==> src/rtl/salloc_pkg.sv <==
`default_nettype none
// ----------------------------------------------------------------------------
// salloc_pkg: shared types and constants of the slot allocator
// Request and status codes, queue item and result records, sequencer states
// and the bit layout of the stream payloads.
// ----------------------------------------------------------------------------
package salloc_pkg;

  // Store geometry
  localparam int SLOTS       = 256;
  localparam int VALUE_BITS  = 32;
  localparam int SLOT_W      = $clog2(SLOTS);
  localparam int CNT_W       = $clog2(SLOTS + 1);

  // Compact-index counting: one chunk of free flags per cycle
  localparam int CHUNK_W     = 64;
  localparam int CHUNK_BIT_W = $clog2(CHUNK_W);
  localparam int N_CHUNKS    = SLOTS / CHUNK_W;
  localparam int CHUNK_IDX_W = SLOT_W - CHUNK_BIT_W;

  // Request queue between front and back
  localparam int QUEUE_DEPTH = 2;
  localparam int QUEUE_PTR_W = $clog2(QUEUE_DEPTH);
  localparam int QUEUE_CNT_W = $clog2(QUEUE_DEPTH + 1);

  // Field widths on the stream ports
  localparam int REQ_W       = 2;
  localparam int STATUS_W    = 2;
  localparam int SLOT_F_W    = 8;
  localparam int VALUE_F_W   = 32;
  localparam int COUNT_F_W   = 9;

  // Input beat layout
  localparam int IN_REQ_LSB   = 0;
  localparam int IN_SLOT_LSB  = IN_REQ_LSB + REQ_W;
  localparam int IN_VALUE_LSB = IN_SLOT_LSB + SLOT_F_W;
  localparam int IN_USED_W    = IN_VALUE_LSB + VALUE_F_W;
  localparam int IN_W         = ((IN_USED_W + 7) / 8) * 8;

  // Output beat layout
  localparam int OUT_USED_W   = STATUS_W + SLOT_F_W + VALUE_F_W + 1 + SLOT_F_W
                                + COUNT_F_W + COUNT_F_W;
  localparam int OUT_W        = ((OUT_USED_W + 7) / 8) * 8;
  localparam int OUT_PAD_W    = OUT_W - OUT_USED_W;

  typedef enum logic [REQ_W-1:0] {
    OP_ADD     = 2'd0,
    OP_REMOVE  = 2'd1,
    OP_READ    = 2'd2,
    OP_COMPACT = 2'd3
  } op_t;

  typedef enum logic [STATUS_W-1:0] {
    STAT_OK   = 2'd0,
    STAT_FULL = 2'd1,
    STAT_BAD  = 2'd2
  } status_t;

  typedef enum logic [2:0] {
    ST_IDLE,
    ST_EXEC,
    ST_MEM,
    ST_CNT,
    ST_DONE
  } state_t;

  typedef struct packed {
    op_t                   op;
    logic [SLOT_W-1:0]     slot;
    logic [VALUE_BITS-1:0] value;
  } item_t;

  typedef struct packed {
    status_t               status;
    logic [SLOT_W-1:0]     slot_out;
    logic [VALUE_BITS-1:0] read_value;
    logic                  live;
    logic [SLOT_W-1:0]     compact_index;
    logic [CNT_W-1:0]      live_count;
    logic [CNT_W-1:0]      high_water;
  } result_t;

endpackage
`default_nettype wire

==> src/rtl/salloc_fifo.sv <==
`default_nettype none
// ----------------------------------------------------------------------------
// salloc_fifo: request queue
// Short first-in-first-out queue that decouples request intake from the
// execution sequencer.
// ----------------------------------------------------------------------------
module salloc_fifo (
  input  wire logic              clk,
  input  wire logic              rst_n,
  input  wire logic              push,
  input  wire salloc_pkg::item_t wr_item,
  input  wire logic              pop,
  output logic                   full,
  output logic                   valid,
  output salloc_pkg::item_t      rd_item
);
  import salloc_pkg::*;

  item_t                  entry_r [QUEUE_DEPTH];
  logic [QUEUE_PTR_W-1:0] wr_ptr_r, wr_ptr_nxt;
  logic [QUEUE_PTR_W-1:0] rd_ptr_r, rd_ptr_nxt;
  logic [QUEUE_CNT_W-1:0] count_r, count_nxt;
  logic                   do_push, do_pop;

  assign full    = (count_r == QUEUE_CNT_W'(QUEUE_DEPTH));
  assign valid   = (count_r != '0);
  assign rd_item = entry_r[rd_ptr_r];
  assign do_push = push && !full;
  assign do_pop  = pop && valid;

  // Advance pointers and occupancy
  always_comb begin
    wr_ptr_nxt = do_push ? wr_ptr_r + 1'b1 : wr_ptr_r;
    rd_ptr_nxt = do_pop ? rd_ptr_r + 1'b1 : rd_ptr_r;
    count_nxt  = count_r;
    if (do_push && !do_pop) begin
      count_nxt = count_r + 1'b1;
    end else if (do_pop && !do_push) begin
      count_nxt = count_r - 1'b1;
    end
  end

  always_ff @(posedge clk) begin
    if (!rst_n) begin
      wr_ptr_r <= '0;
      rd_ptr_r <= '0;
      count_r  <= '0;
    end else begin
      wr_ptr_r <= wr_ptr_nxt;
      rd_ptr_r <= rd_ptr_nxt;
      count_r  <= count_nxt;
    end
  end

  // Store the pushed item
  always_ff @(posedge clk) begin
    if (do_push) begin
      entry_r[wr_ptr_r] <= wr_item;
    end
  end

  a_count_range: assert property (@(posedge clk) disable iff (!rst_n)
    count_r <= QUEUE_CNT_W'(QUEUE_DEPTH))
    else $error("request queue occupancy out of range");

  a_push_count: assert property (@(posedge clk) disable iff (!rst_n)
    (do_push && !do_pop) |=> count_r == $past(count_r) + 1'b1)
    else $error("queue push lost");

  a_empty_ptrs: assert property (@(posedge clk) disable iff (!rst_n)
    (count_r == '0) |-> (wr_ptr_r == rd_ptr_r))
    else $error("queue pointers disagree while empty");

endmodule
`default_nettype wire

==> config.mk <==
export PLATFORM = sky130hd
export DESIGN_NAME = salloc_fifo
export DESIGN_NICKNAME = d
export VERILOG_FILES = /design/src/rtl/salloc_pkg.sv /design/src/rtl/salloc_fifo.sv
export SDC_FILE = /design/constraint.sdc
export NUM_CORES = 1
export LEC_CHECK = 0
export ABC_AREA = 1
export BUFFER_PORTS_ARGS = -buffer_cell sky130_fd_sc_hd__buf_4
export CAP_MARGIN = 5
export CORE_MARGIN = 4
export CORE_UTILIZATION = 45
export DETAILED_ROUTE_END_ITERATION = 7
export PLACE_DENSITY = 0.73
export SYNTH_ARGS = -nofsm -noshare
export SYNTH_HDL_FRONTEND = slang
export SYNTH_SLANG_ARGS = --single-unit
==> constraint.sdc <==
create_clock -name clk -period 5.96 [get_ports clk]
set_input_delay 0.596 -clock clk [delete_from_list [all_inputs] [get_ports clk]]
set_output_delay 0.596 -clock clk [all_outputs]
set_load 0.005 [all_outputs]
==> results.cfg <==
[status]
outcome = complete, no violations

[pwr]
power_report.internal_total_uw = 1210
comb_power_share_pct = 28.6
powerDensity_nw_per_um2 = 375
power.switching_fraction_pct = 26.1
power_leakage_uw = 0.00173
clock_share_of_power_pct = 21.5
ir_drop_mv = 0.289
p_switching_uw = 428
pwr-share-seq_pct = 49.9

[cts]
clk_pin_slew_ns = 0.09
cts_buffers = 9
clk_latency_ns = 0.33
clock-root-buffer = clkbuf_8
clock_tree.buffer_depth = 2
tritoncts_clock_tree = done
cts_sinks = 89
postCtsResizedCells = 0
ctsHtreeMaxLevel = 3
post_cts_buffers = 0
cts-hold-fix-buffers = 0

[setup_path]
r2r.worst_path.cells = 2
worst_setup_path_endpoint = rd_item[20]
worstPathCellList = buf_4 -> mux2_2 -> buf_4
crit_path_top_delay_cell = buf_4
critical-path-max-stage-delay_ns = 0.59
critical_path_depth = 3
worst_path_dominant_cell_family = buffers and inverters
critPathKind = reg -> out
timing.reg2reg.setup_slack_ns = 4.06
critical_path.n_buffers_inverters = 2
timing.critical_path.mode_cell = buf_4
crit_path_end_kind = primary output
crit_path_max_fanout = 42
worst-endpoint-arrival_ns = 1.82
r2r_start = count_r[0]$_SDFFE_PN0P_
worst-endpoint-required_ns = 5.36
r2r_end = entry_r[0][29]$_DFFE_PP_
startpoint_class_of_the_critical_path = flop

[detailed_routing]
drc = 0
vias_per_cell = 4.58
wirelength_um = 5710
detail_route.first_pass.iterations = 4
detail_route.wl_per_cell_um = 15.5
via_count = 1686
ant_nets = 0
initialDrtViolationCount = 61

[sta]
timing.max_slew.rel_slack_pct = 19.3
tightest_slew_ns = 1.21
clock.fmax_ghz = 0.415
final.min_clock_period_ns = 2.41
whs_ns = 0.440
timing.final.crit_share_pct = 40.5
rsz0062_at_grt = no
final_max_slew_viol_count = 0
fin_setup_tns_ns = 0
fin_hold_viols = 0
fin_skew_ns = 0.0120
finalSetupViolations = 0

[synth]
synthAdderAreaFrac_pct = 0.359
yosys_register_bits = 89
synth_largest_type_area_fraction_pct = 72.4
synth_xor_area_share_pct = 0
synth_seq_area_share_pct = 75.3
synth-compound-area-share_pct = 0.898
yosysUniqueCellTypes = 16
simple_gate_fraction_of_synth_area_pct = 2.05
mappedNetlistNets = 215
synth_area_leader_cell = edfxtp_1
synth_top_family_by_area = multiplexers
synth_mux_area_share_pct = 17.9
ys_top_cells_by_area = edfxtp_1, mux2_4, dfxtp_1
count_of_synthesis_stage_warnings_from_yosys = 0
post_synth_instance_area_um2 = 3480
cell_count_after_synthesis = 168
post_synth.cell_area_avg_um2 = 20.7

[global_route]
congestion_overflow_gr = 0
first_global_vias = 1778
initial_antenna_violation_count = 0
grt_first_pass_wirelength_um = 8560
track_usage_pct = 12.8
grt_start_max_net_pins = 43

[placement]
gp_congestion = 0.661
placed_wire_length_estimate_after_detailed_placement_um = 3830
port_buffers = 89

[floorplanning]
initial_core_util_pct = 47.2
die_w_um = 96.0
floorplan.core_area_um2 = 7370
fp.dieH_um = 96.0
rows = 31
die-area_um2 = 9210
number_of_primary_i_o_pins = 90

[finish]
filler_cell_count = 581
utilization_pct = 59.4
num_antenna_cells = 0
synthToLayoutAreaGrowth_pct = 25.7
drive_above_1_share_pct = 56.1
layout.nets = 311

[job]
cap_viol_max_count = 0

[min_path]
holdCritPathClass = in -> reg
-- through the flow --
step	power (uW)	setup slack, ns	area, um2	cells
6_report	1640	3.55	4380	368
3_3_place_gp	1300	3.83	4210	352
2_1_floorplan	1140	3.09	3480	168
4_1_cts	1670	3.51	4380	368
5_1_grt	1730	3.44	4380	368
3_5_place_dp	1320	3.79	4210	352
-- how the worst min path moves through the flow --
stage | slack [ns] | endpoint | start | cells after the start
floorplan | 0.47 | flop | rd_ptr_r$_SDFFE_PN0P_ | 2
global placement | 0.48 | rd_ptr_r$_SDFFE_PN0P_ | rd_ptr_r$_SDFFE_PN0P_ | 2
detailed placement | 0.50 | flop | rd_ptr_r$_SDFFE_PN0P_ | 2
CTS | 0.42 | entry_r[0][34]$_DFFE_PP_ | wr_item[34] | 1
global route | 0.41 | entry_r[0][34]$_DFFE_PP_ | wr_item[34] | 1
finish | 0.44 | entry_r[0][34]$_DFFE_PP_ | wr_item[34] | 1
-- final cells by class --
class,count,area (um2),share of cell area [%]
timing repair buffer,90,676,15.4
multi-input combinational,66,753,17.2
clock buffer,9,124,2.83
tap,99,124,2.83
clock inverter,7,46.3,1.06
inverter,8,30.0,0.686
sequential,89,2620,59.9
-- power by group through the flow --
stage	clock, uW	combinational (uW)	sequential [uW]
finish	353	470	819
global route	386	510	830
CTS	363	482	820
detailed placement	0	481	835
global placement	0	475	829
floorplan	0	306	829
-- layout by cell type (no fill, tap or decap) --
master / n
nor2_1: 7
ha_1: 1
nand2_1: 7
nand4_1: 1
mux2_4: 40
clkinv_4: 1
o21ai_0: 2
clkinv_2: 2
inv_1: 8
o21a_1: 1
buf_4: 90
clkbuf_8: 9
dfxtp_1: 4
inv_6: 1
o21ai_2: 1
a21oi_1: 1
clkinv_1: 1
dfxtp_2: 1
mux2_2: 2
edfxtp_1: 84
nand3_1: 1
clkinvlp_4: 2
nor2_4: 2
-- cell usage after synthesis --
cell,count
nor2_1,9
mux2_2,2
ha_1,1
buf_6,1
inv_1,8
nand4_1,1
dfxtp_1,5
a21oi_1,1
o21ai_0,2
nand3_1,1
o21ai_2,1
o21a_1,1
mux2_4,40
buf_12,4
edfxtp_1,84
nand2_1,7
-- per-layer routing --
layer  wire length [um]  vias up  GRT usage, %
met1               2380      806          15.0
met3                322        5          3.21
li1                   -      824             -
met5                  0        -             0
met4                 50        0          5.69
met2               2950       51          22.0
-- flip-flops by register name, summed over array words and instances, names as in the netlist, named ones only --
name      count
rd_ptr_r      1
wr_ptr_r      1
entry_r      84
count_r       2
-- logic make-up (layout without fill, tap and decap cells) --
family,count (synthesis),in the layout
and+or+nand+nor,18,18
adders and majority gates,1,1
muxes,42,42
buffers and inverters,13,114
AOI/OAI and AO/OA,5,5
DFF,89,89
Note: power is estimated with default switching activity, not from simulation.
